<file path="src/rtl/core/otpc_pkg.sv">
// Shared types, constants and register map for the tunnel packet classifier.
package otpc_pkg;

	// Result kinds
	localparam logic [2:0] KIND_REJECT    = 3'd0;
	localparam logic [2:0] KIND_INIT      = 3'd1;
	localparam logic [2:0] KIND_RESP      = 3'd2;
	localparam logic [2:0] KIND_COOKIE    = 3'd3;
	localparam logic [2:0] KIND_TRANSPORT = 3'd4;

	// Register indexes
	localparam logic [2:0] REG_PAD_INIT        = 3'd0;
	localparam logic [2:0] REG_PAD_RESP        = 3'd1;
	localparam logic [2:0] REG_PAD_COOKIE      = 3'd2;
	localparam logic [2:0] REG_TRANSPORT_SETUP = 3'd3;
	localparam logic [2:0] REG_RANGE_INIT      = 3'd4;
	localparam logic [2:0] REG_RANGE_RESP      = 3'd5;
	localparam logic [2:0] REG_RANGE_COOKIE    = 3'd6;
	localparam logic [2:0] REG_RANGE_TRANSPORT = 3'd7;

	// Message sizes
	localparam logic [7:0]  INIT_SIZE      = 8'd148;
	localparam logic [7:0]  RESP_SIZE      = 8'd92;
	localparam logic [7:0]  COOKIE_SIZE    = 8'd64;
	localparam logic [5:0]  TRANSPORT_MIN  = 6'd32;
	localparam logic [31:0] TRANSPORT_TYPE = 32'd4;
	localparam logic [15:0] MIN_LEN        = 16'd4;

	// Register reset values
	localparam logic [63:0] RANGE_INIT_RST      = 64'h0000_0001_0000_0001;
	localparam logic [63:0] RANGE_RESP_RST      = 64'h0000_0002_0000_0002;
	localparam logic [63:0] RANGE_COOKIE_RST    = 64'h0000_0003_0000_0003;
	localparam logic [63:0] RANGE_TRANSPORT_RST = 64'h0000_0004_0000_0004;

	typedef struct packed {
		logic [10:0] pad_init;
		logic [10:0] pad_resp;
		logic [10:0] pad_cookie;
		logic [9:0]  transport_setup;
		logic [63:0] range_init;
		logic [63:0] range_resp;
		logic [63:0] range_cookie;
		logic [63:0] range_transport;
	} cfg_t;

	typedef struct packed {
		logic [15:0] pkt_len;
		logic [31:0] word_at_start;
		logic [31:0] word_at_init_pad;
		logic [31:0] word_at_resp_pad;
		logic [31:0] word_at_cookie_pad;
		logic [31:0] word_at_transport_pad;
	} req_t;

	typedef struct packed {
		logic [2:0]  kind;
		logic [10:0] payload_offset;
		logic [15:0] payload_len;
	} res_t;

endpackage

</file>
<file path="src/rtl/core/otpc_classify.sv">
// Combinational classification of one registered request.
module otpc_classify (
	input  otpc_pkg::cfg_t cfg,
	input  otpc_pkg::req_t req,
	output otpc_pkg::res_t res
);

	logic [8:0]  tpad;
	logic        trailers;
	logic [16:0] len_x;
	logic [16:0] tot_init;
	logic [16:0] tot_resp;
	logic [16:0] tot_cookie;
	logic [16:0] tot_transport;
	logic        fit_init;
	logic        fit_resp;
	logic        fit_cookie;
	logic        fit_transport;
	logic        rng_init;
	logic        rng_resp;
	logic        rng_cookie;
	logic        rng_transport;
	logic        identity;

	assign tpad     = cfg.transport_setup[8:0];
	assign trailers = cfg.transport_setup[9];
	assign len_x    = {1'b0, req.pkt_len};

	// Expected totals per kind
	assign tot_init      = 17'(cfg.pad_init) + 17'(otpc_pkg::INIT_SIZE);
	assign tot_resp      = 17'(cfg.pad_resp) + 17'(otpc_pkg::RESP_SIZE);
	assign tot_cookie    = 17'(cfg.pad_cookie) + 17'(otpc_pkg::COOKIE_SIZE);
	assign tot_transport = 17'(tpad) + 17'(otpc_pkg::TRANSPORT_MIN);

	// Length checks; trailers allow longer datagrams
	assign fit_init      = (len_x == tot_init) || (trailers && len_x > tot_init);
	assign fit_resp      = (len_x == tot_resp) || (trailers && len_x > tot_resp);
	assign fit_cookie    = (len_x == tot_cookie) || (trailers && len_x > tot_cookie);
	assign fit_transport = len_x >= tot_transport;

	// Type word range checks, both bounds inclusive
	assign rng_init = req.word_at_init_pad >= cfg.range_init[31:0] &&
		req.word_at_init_pad <= cfg.range_init[63:32];
	assign rng_resp = req.word_at_resp_pad >= cfg.range_resp[31:0] &&
		req.word_at_resp_pad <= cfg.range_resp[63:32];
	assign rng_cookie = req.word_at_cookie_pad >= cfg.range_cookie[31:0] &&
		req.word_at_cookie_pad <= cfg.range_cookie[63:32];
	assign rng_transport = req.word_at_transport_pad >= cfg.range_transport[31:0] &&
		req.word_at_transport_pad <= cfg.range_transport[63:32];

	// Fast path: plain transport with no obfuscation configured
	assign identity = cfg.range_transport[31:0] == otpc_pkg::TRANSPORT_TYPE &&
		cfg.range_transport[63:32] == otpc_pkg::TRANSPORT_TYPE && tpad == 9'd0 &&
		req.word_at_start == otpc_pkg::TRANSPORT_TYPE &&
		req.pkt_len >= 16'(otpc_pkg::TRANSPORT_MIN);

	// Priority decision
	always_comb begin
		res = '0;
		if (req.pkt_len < otpc_pkg::MIN_LEN) begin
			res.kind = otpc_pkg::KIND_REJECT;
		end else if (identity) begin
			res.kind        = otpc_pkg::KIND_TRANSPORT;
			res.payload_len = req.pkt_len;
		end else if (fit_init && rng_init) begin
			res.kind           = otpc_pkg::KIND_INIT;
			res.payload_offset = cfg.pad_init;
			res.payload_len    = 16'(otpc_pkg::INIT_SIZE);
		end else if (fit_resp && rng_resp) begin
			res.kind           = otpc_pkg::KIND_RESP;
			res.payload_offset = cfg.pad_resp;
			res.payload_len    = 16'(otpc_pkg::RESP_SIZE);
		end else if (fit_cookie && rng_cookie) begin
			res.kind           = otpc_pkg::KIND_COOKIE;
			res.payload_offset = cfg.pad_cookie;
			res.payload_len    = 16'(otpc_pkg::COOKIE_SIZE);
		end else if (fit_transport && rng_transport) begin
			res.kind           = otpc_pkg::KIND_TRANSPORT;
			res.payload_offset = 11'(tpad);
			res.payload_len    = req.pkt_len - 16'(tpad);
		end
	end

endmodule

</file>
<file path="src/rtl/core/obfuscated_tunnel_packet_classifier_top.sv">
// Top level of the tunnel packet classifier: config registers, input and result stages.
//
//  Channel   Signals                                         Direction  Handshake
//  request   start, busy, pkt_len, word_at_*                 in         start & !busy
//  result    done, kind, payload_offset, payload_len         out        done, one cycle
//  config    wr_en, wr_index, wr_data                        in         wr_en
//
// One request is taken per cycle and busy is never raised; classification is a single
// pass of logic between the input register and the result register.
// A taken request passes the input register and then the result register; done rises as
// the result register is loaded, and the receiver takes the result while done is high.
// Reset clears the valid flags and loads the register reset values.
// The receiver cannot stall; each result is shown for exactly one cycle.
module obfuscated_tunnel_packet_classifier_top (
	input  logic        clk,
	input  logic        arst_n,
	input  logic        start,
	output logic        busy,
	input  logic [15:0] pkt_len,
	input  logic [31:0] word_at_start,
	input  logic [31:0] word_at_init_pad,
	input  logic [31:0] word_at_resp_pad,
	input  logic [31:0] word_at_cookie_pad,
	input  logic [31:0] word_at_transport_pad,
	input  logic        wr_en,
	input  logic [2:0]  wr_index,
	input  logic [63:0] wr_data,
	output logic        done,
	output logic [2:0]  kind,
	output logic [10:0] payload_offset,
	output logic [15:0] payload_len
);

	otpc_pkg::cfg_t cfg_q;
	otpc_pkg::req_t req_s1;
	otpc_pkg::res_t res_comb;
	otpc_pkg::res_t res_q;
	logic           valid_s1;
	logic           done_q;
	logic           accept;

	assign busy   = 1'b0;
	assign accept = start && !busy;

	// Configuration registers
	always_ff @(posedge clk or negedge arst_n) begin
		if (!arst_n) begin
			cfg_q.pad_init        <= '0;
			cfg_q.pad_resp        <= '0;
			cfg_q.pad_cookie      <= '0;
			cfg_q.transport_setup <= '0;
			cfg_q.range_init      <= otpc_pkg::RANGE_INIT_RST;
			cfg_q.range_resp      <= otpc_pkg::RANGE_RESP_RST;
			cfg_q.range_cookie    <= otpc_pkg::RANGE_COOKIE_RST;
			cfg_q.range_transport <= otpc_pkg::RANGE_TRANSPORT_RST;
		end else if (wr_en) begin
			unique case (wr_index)
				otpc_pkg::REG_PAD_INIT:        cfg_q.pad_init        <= wr_data[10:0];
				otpc_pkg::REG_PAD_RESP:        cfg_q.pad_resp        <= wr_data[10:0];
				otpc_pkg::REG_PAD_COOKIE:      cfg_q.pad_cookie      <= wr_data[10:0];
				otpc_pkg::REG_TRANSPORT_SETUP: cfg_q.transport_setup <= wr_data[9:0];
				otpc_pkg::REG_RANGE_INIT:      cfg_q.range_init      <= wr_data;
				otpc_pkg::REG_RANGE_RESP:      cfg_q.range_resp      <= wr_data;
				otpc_pkg::REG_RANGE_COOKIE:    cfg_q.range_cookie    <= wr_data;
				otpc_pkg::REG_RANGE_TRANSPORT: cfg_q.range_transport <= wr_data;
				default: ;
			endcase
		end
	end

	// Input stage: valid flag
	always_ff @(posedge clk or negedge arst_n) begin
		if (!arst_n) begin
			valid_s1 <= 1'b0;
		end else begin
			valid_s1 <= accept;
		end
	end

	// Input stage: payload
	always_ff @(posedge clk) begin
		if (accept) begin
			req_s1.pkt_len               <= pkt_len;
			req_s1.word_at_start         <= word_at_start;
			req_s1.word_at_init_pad      <= word_at_init_pad;
			req_s1.word_at_resp_pad      <= word_at_resp_pad;
			req_s1.word_at_cookie_pad    <= word_at_cookie_pad;
			req_s1.word_at_transport_pad <= word_at_transport_pad;
		end
	end

	otpc_classify u_classify (
		.cfg (cfg_q),
		.req (req_s1),
		.res (res_comb)
	);

	// Result stage
	always_ff @(posedge clk or negedge arst_n) begin
		if (!arst_n) begin
			done_q <= 1'b0;
		end else begin
			done_q <= valid_s1;
		end
	end

	always_ff @(posedge clk) begin
		if (valid_s1) begin
			res_q <= res_comb;
		end
	end

	assign done           = done_q;
	assign kind           = res_q.kind;
	assign payload_offset = res_q.payload_offset;
	assign payload_len    = res_q.payload_len;

	// Every taken request yields one result
	a_req_to_done: assert property (@(posedge clk) disable iff (!arst_n)
		accept |-> ##2 done)
		else $error("request without result");

	// A rejected request carries no offset and no length
	a_reject_zero: assert property (@(posedge clk) disable iff (!arst_n)
		done && kind == otpc_pkg::KIND_REJECT |-> payload_offset == 11'd0 &&
		payload_len == 16'd0)
		else $error("reject with nonzero payload fields");

	// Transport payload is never shorter than the minimum message
	a_transport_len: assert property (@(posedge clk) disable iff (!arst_n)
		done && kind == otpc_pkg::KIND_TRANSPORT |->
		payload_len >= 16'(otpc_pkg::TRANSPORT_MIN))
		else $error("transport payload too short");

	// Initiation results report their fixed message size
	a_init_size: assert property (@(posedge clk) disable iff (!arst_n)
		done && kind == otpc_pkg::KIND_INIT |-> payload_len == 16'(otpc_pkg::INIT_SIZE))
		else $error("initiation size mismatch");

endmodule
</file>
<file path="config.mk">
export PLATFORM = sky130hd
export DESIGN_NAME = obfuscated_tunnel_packet_classifier_top
export DESIGN_NICKNAME = d
export VERILOG_FILES = /design/src/rtl/core/otpc_pkg.sv /design/src/rtl/core/otpc_classify.sv /design/src/rtl/core/obfuscated_tunnel_packet_classifier_top.sv
export SDC_FILE = /design/constraint.sdc
export NUM_CORES = 1
export LEC_CHECK = 0
export ABC_CLOCK_PERIOD_IN_PS = 3350
export BUFFER_PORTS_ARGS = -buffer_cell sky130_fd_sc_hd__buf_4
export CAP_MARGIN = 5
export CORE_MARGIN = 3
export CORE_UTILIZATION = 50
export CTS_CLUSTER_SIZE = 10
export DETAILED_ROUTE_END_ITERATION = 16
export PLACE_DENSITY = 0.69
export SETUP_SLACK_MARGIN = 0.1
export SLEW_MARGIN = 10
export SYNTH_ARGS = -nofsm -noshare
export SYNTH_HDL_FRONTEND = slang
export SYNTH_SLANG_ARGS = --single-unit
</file>
<file path="constraint.sdc">
create_clock -name clk -period 3.35 [get_ports clk]
set_clock_uncertainty 0.05 [all_clocks]
set_input_delay 0.1675 -clock clk [delete_from_list [all_inputs] [get_ports clk]]
set_output_delay 0.1675 -clock clk [all_outputs]
set_load 0.02 [all_outputs]
</file>
# Yosys cells after proc, flatten, opt, wreduce, memory -nomap -nowiden
# Index checks and enable logic that the tools add are counted.
# word_totals
register_bits	507
input_bits	247
word_cells	89
# classes
n_addsub	5
n_lt_le_gt_ge	14
n_eq_ne	13
n_mux	6
n_reduce_logical	30
# op_table
cell	n
greater-or-equal comparator 32 bit	4
less-or-equal comparator 32 bit	4
2-to-1 mux 30 bit	4
== test 32 x 3 -> 1 bit, second input constant	3
== test 16 x 17 -> 1 bit	3
greater-than comparator 16 x 17 -> 1 bit	3
adder 11 x 7 -> 12 bit, second input constant	2
greater-or-equal comparator 16 x 17 -> 1 bit	1
greater-or-equal comparator 16 x 6 -> 1 bit, second input constant	1
less-than comparator 16 x 3 -> 1 bit, second input constant	1
2-to-1 mux 16 bit	1
AND reduction 2 bit	8
subtractor 16 x 9 -> 16 bit	1
logical AND 1 bit	15
adder 11 x 8 -> 12 bit, second input constant	1
== test 3 bit, second input constant	4
adder 9 x 6 -> 10 bit, second input constant	1
logical NOT 9 bit	1
== test 3 x 2 -> 1 bit, second input constant	2
== test 3 x 1 -> 1 bit, second input constant	1
logical NOT 3 bit	1
logical OR 1 bit	3
2-to-1 mux 3 bit	1
OR reduction 3 bit	1
OR reduction 2 bit	1

# Logic depth before layout (Yosys ltp)
# depth
word_depth	9
depth_mapped	17
mapped_depth_nobuf	15

# Modules after synthesis
# A second synthesis with hierarchy kept.
# hier_totals
hier_cells	2146
area_unflattened_um2	26629.3
# modules_own_cells
mod	instances	cells_per_inst	area_each_um2
obfuscated_tunnel_packet_classifier_top	1	847	17425.5
otpc_classify	1	1299	9203.8

# Worst setup path before layout
# No wires, ideal clock.
# synth_path
path_kind	flip-flop to flip-flop
startpoint	register cfg_q[290] (netlist name)
endpoint	register res_q (netlist bit payload_offset[0]) (data pin)
setup_time_ps	160
arrival_ps	2906
t_required_ps	3140
setup_slack_ps	235
path_stages_with_launch	14
n_path_buf	0
period_less_slack_ps	3115
path_cell_list	dfrtp_1 ha_1 or2_2 a31oi_1 nor2_1 xnor2_1 ha_1 a21oi_1 nor2b_1 o31a_1 a211oi_2 a211o_1 nand3_1 o211ai_1
# synth_via
elab_chain_len	6
word_cells_on_any_way	7
cone_classes	add/sub (1); order compare (1); eq/ne (1); mux (1); reduce/logical (3)
# synth_rtl
item	line	text
from (decl)	obfuscated_tunnel_packet_classifier_top.sv:34	otpc_pkg::cfg_t cfg_q;
adder 11 x 8 -> 12 bit *	otpc_classify.sv:30	assign tot_init = 17'(cfg.pad_init) + 17'(otpc_pkg::INIT_SIZE);
greater-than comparator 16 x 17 -> 1 bit	otpc_classify.sv:36	assign fit_init = (len_x == tot_init) || (trailers && len_x > tot_init);
logical AND 1 bit	otpc_classify.sv:36	
logical OR 1 bit *	otpc_classify.sv:36	
logical AND 1 bit *	otpc_classify.sv:65	end else if (fit_init && rng_init) begin
2-to-1 mux 30 bit *	otpc_classify.sv:65	
to (signal assigned)	obfuscated_tunnel_packet_classifier_top.sv:109	res_q <= res_comb;
to (decl)	obfuscated_tunnel_packet_classifier_top.sv:37	otpc_pkg::res_t res_q;
# Mark *: on every way between the ends. The rest lies on a longest branch, timed or not.
# A chain may end at the register's enable or synchronous reset.

# Worst setup path after layout
# layout_path
startpoint	register req_s1[46] (netlist name)
endpoint	register res_q (netlist bit payload_offset[4]) (data pin)
# layout_via
elab_chain_len	6
word_cells_on_any_way	7
cone_classes	order compare (2); mux (3); reduce/logical (2)
# layout_rtl
item	line	text
from (decl)	obfuscated_tunnel_packet_classifier_top.sv:35	otpc_pkg::req_t req_s1;
greater-or-equal comparator 32 bit or less-or-equal comparator 32 bit (tied branches)	otpc_classify.sv:46, otpc_classify.sv:47	
logical AND 1 bit *	otpc_classify.sv:46	assign rng_cookie = req.word_at_cookie_pad >= cfg.range_cookie[31:0] &&
logical AND 1 bit *	otpc_classify.sv:73	end else if (fit_cookie && rng_cookie) begin
2-to-1 mux 30 bit *	otpc_classify.sv:73	
2-to-1 mux 30 bit *	otpc_classify.sv:69	end else if (fit_resp && rng_resp) begin
2-to-1 mux 30 bit *	otpc_classify.sv:65	
# Marked as above.

==> impl_metrics.yaml <==
logic_synthesis:
  syn_area_per_cell_um2: 11.95
  yosysUniqueCellTypes: 86
  syn_inst: 2218
  postSynth.asyncResetShare_pct: 59.37
  synth_edf_count: 206
  synth_nets: 2776
  synthFlopType: "dfrtp_1"
  synth_seq_cells: 507
  syn_area_mm2: 0.02650
  ys_seq_area_share_pct: 51.81
  yosysWarnings: 0
power_and_ir_drop:
  combPwrFrac_pct: 29.1
  cellLeakagePower_nw: 15.70
  power_density_mw_per_mm2: 579.2
  switching_share_pct: 31.33
  clkPwrFrac_pct: 29.5
  p_switching_mw: 6.307
  seqPwrFrac_pct: 41.4
  vdd_drop_max_mv: 0.4458
  p_int_mw: 13.82
setup_path:
  r2r_start: "req_s1[46]$_DFFE_PP_"
  cp_top_family: "compound AO/OA/AOI/OAI gates"
  crit_type: "register to register"
  crit_path_start_kind: "register"
  cp-end-kind: "register"
  worstPathRequired_ns: 3.66
  r2r_setup_slack_ns: 0.14
  worstRegToRegCells: 12
  r2r_end: "payload_offset[4]$_SDFFCE_PP0P_"
  cp_cell_sequence: "ha_1, a21oi_1, nand2_1, a2111o_1, a211oi_2, buf_4, o211ai_1, buf_4, o211ai_4, buf_12, mux2i_2, o211ai_1"
  critPathBufInv: 3
  critical-path-max-stage-delay_ns: 0.46
  slowest_stage: "edfxtp_1"
  path_max_fanout: 15
  cp.arrival_ns: 3.52
  crit_cells: 12
place:
  dp_hpwl_um: 56920
  place_ws_ns: -0.2833
  portBuffers: 277
  gp_congestion: 0.9601
  placed_area_mm2: 0.03005
timing:
  period_needed_ns: 3.213
  timing.hold.ws_ns: 0.1398
  max-slew-margin-rel_pct: 22.45
  setup_ws_ns: 0.1372
  hold_violations: 0
  report.final.slew_viol_count: 0
  min_period_over_period_pct: 95.90
  grt_setup_unrepaired: "true"
  fmax_mhz: 311.3
  finalSetupViolCount: 0
  tightest_slew_ns: 1.163
run:
  cap_violations: 0
global_route:
  globalRoute.totalOverflow: 0
  track_usage_pct: 28.51
  grt_pass1_wl_um: 121600
  first_global_vias: 21033
  antenna_found_initial: 7
  grt_max_degree: 99
cells_and_area:
  fillers: 3783
  multiInputGateArea_mm2: 0.01188
  fin_area_mm2: 0.03476
  layout-drive-gt1-share_pct: 26.44
  area_growth_pct: 31.14
  fin_nets: 3414
  regArea_mm2: 0.01373
clock_tree:
  clock_path_buffers: 3
  cts.clk_slew.worst_paths_ns: 0.07
  cts-root-buf: "clkbuf_16"
  htree_levels: 2
  cts_buffers: 58
  cts.sinks: 507
  cts_tree: "done"
  clock_latency_ns: 0.64
hold_path:
  hold_depth: 4
  min_path_type: "input port to register"
  hp-start: "wr_index[2]"
  hold_path_end: "cfg_q[224]$_DFFE_PN1P_"
route:
  wl_per_cell_um: 22.51
  ant_nets: 0
  viasPerCell: 5.628
  wl_um: 80740
  drc: 0
  dr.pass1.iters: 5
  routed-via-count: 20187
  drt_iter0_drc: 1382
floorplan:
  ios: 279
  coreArea_mm2: 0.05192
  rows: 83
  dieArea_mm2: 0.05580
  fp.dieH_um: 236.2
  die_w_um: 236.2
  initial_core_util_pct: 51.04
status:
  status: "completed"
-- worst max-delay path by stage --
stage	to	slack (ns)	from
6_report	payload_offset[4]$_SDFFCE_PP0P_	0.14	req_s1[46]$_DFFE_PP_
5_1_grt	payload_len[11]$_SDFFCE_PP0P_	0.01	cfg_q[290]$_DFFE_PN0P_
4_1_cts	payload_offset[9]$_SDFFCE_PP0P_	0.08	cfg_q[280]$_DFFE_PN0P_
3_5_place_dp	payload_offset[4]$_SDFFCE_PP0P_	-0.28	cfg_q[279]$_DFFE_PN0P_
3_3_place_gp	payload_offset[0]$_SDFFCE_PP0P_	-0.14	cfg_q[279]$_DFFE_PN0P_
2_1_floorplan	payload_offset[0]$_SDFFCE_PP0P_	0.23	cfg_q[290]$_DFFE_PN0P_
-- power by group through the flow --
stage | registers (mW) | logic (mW) | clock network (mW)
final | 8.33 | 5.86 | 5.95
after floorplan | 8.26 | 3.25 | 0
after global placement | 8.36 | 5.02 | 0
after CTS | 8.30 | 5.66 | 6.01
after global routing | 8.43 | 6.50 | 6.29
after detailed placement | 8.40 | 5.24 | 0
-- worst min-delay path: stages --
cell and delay (ns):
buf_4 0.13, nand2_1 0.07, nor3_2 0.14, mux2_2 0.27
-- state kept, by name, indices dropped and copies added (netlist names) --
register,cells
cfg_q,299
req_s1,176
payload_len,16
payload_offset,11
kind,3
done,1
valid_s1,1
-- layout by cell type, fill, tap and decap left out, types with 10 or more instances in the layout --
| master | instances |
|---|---|
| xnor2_1 | 15 |
| nor2_1 | 41 |
| dfstp_2 | 10 |
| nand2_1 | 135 |
| a21oi_1 | 98 |
| nor4_1 | 32 |
| clkbuf_16 | 59 |
| xor2_1 | 14 |
| nand3_1 | 44 |
| nand4_1 | 62 |
| dfrtp_1 | 290 |
| buf_12 | 11 |
| a21o_1 | 42 |
| buf_4 | 363 |
| o21ai_0 | 104 |
| nor2b_1 | 12 |
| ha_1 | 302 |
| inv_1 | 275 |
| o211ai_1 | 19 |
| mux2_2 | 228 |
| nor3_1 | 22 |
| edfxtp_1 | 206 |
| a211oi_1 | 17 |
| clkbuf_1 | 42 |
| and4_1 | 15 |
| nor3_2 | 10 |
| dlygate4sd3_1 | 245 |
-- routing by layer --
layer	global-route usage (%)	share of wire (%)
met1	36.50	41
met2	46.87	47
met3	5.460	6.7
met4	13.51	5.0
met5	0	0.033
-- cell type report --
cell class	count	share of cell area, %
clock buffers	105	4.860
repair buffers	628	15.83
flip-flops and latches	507	39.51
inverters	276	2.981
well taps	680	2.448
diodes	2	0.01440
clock inverters	4	0.1728
multi-input cells	1385	34.18
-- synthesized netlist by cell type (6+ instances only) --
cell type,instances,share of area (%)
ha_1,310,15
dfrtp_1,291,27
inv_1,276,3.9
mux2_2,228,9.7
edfxtp_1,206,23
nand2_1,137,1.9
o21ai_0,109,2.1
a21oi_1,101,1.9
nand4_1,62,1.5
nand3_1,46,0.87
nor2_1,44,0.62
a21o_1,42,1.2
clkbuf_1,41,0.58
nor4_1,32,0.76
nor3_1,30,0.57
o211ai_1,19,0.54
a211oi_1,18,0.51
and4_1,15,0.50
xnor2_1,15,0.50
xor2_1,15,0.50
nor2b_1,13,0.31
dfstp_2,10,0.99
mux2i_1,8,0.30
nand2b_1,8,0.19
o21a_1,8,0.23
a2111oi_0,7,0.23
a211o_1,7,0.23
o31ai_1,6,0.17
or2_2,6,0.14
or3_1,6,0.14
-- what timing repair did --
action | in CTS | in global routing
pin swaps | 21 | 19
setup endpoints to repair | 30 | 30
buffers inserted | 7 | 8
endpoints found under the hold margin | 595 | 0
gates resized for setup | 40 | 41
hold buffers | 245 | 0
-- kinds of logic after synthesis --
family,share of synthesized area (%)
compound gates,8.984
buf+inv,4.749
mux,9.990
fa+ha+maj,14.71
other cells,0.01415
simple gates,8.753
xor+xnor,0.9914
flops,51.81
-- metrics by stage --
| step | instances | power (mW) | setup TNS [ns] | util [%] |
|---|---|---|---|---|
| 2_1_floorplan | 2218 | 11.51 | 0 | - |
| 3_3_place_gp | 3216 | 13.38 | -1.674 | 57.86 |
| 3_5_place_dp | 3216 | 13.64 | -3.748 | 57.86 |
| 4_1_cts | 3577 | 19.96 | 0 | 66.38 |
| 5_1_grt | 3586 | 21.22 | 0 | 66.93 |
| 6_report | 3587 | 20.13 | 0 | 66.93 |
No activity file was read; power rests on OpenSTA's default activity.
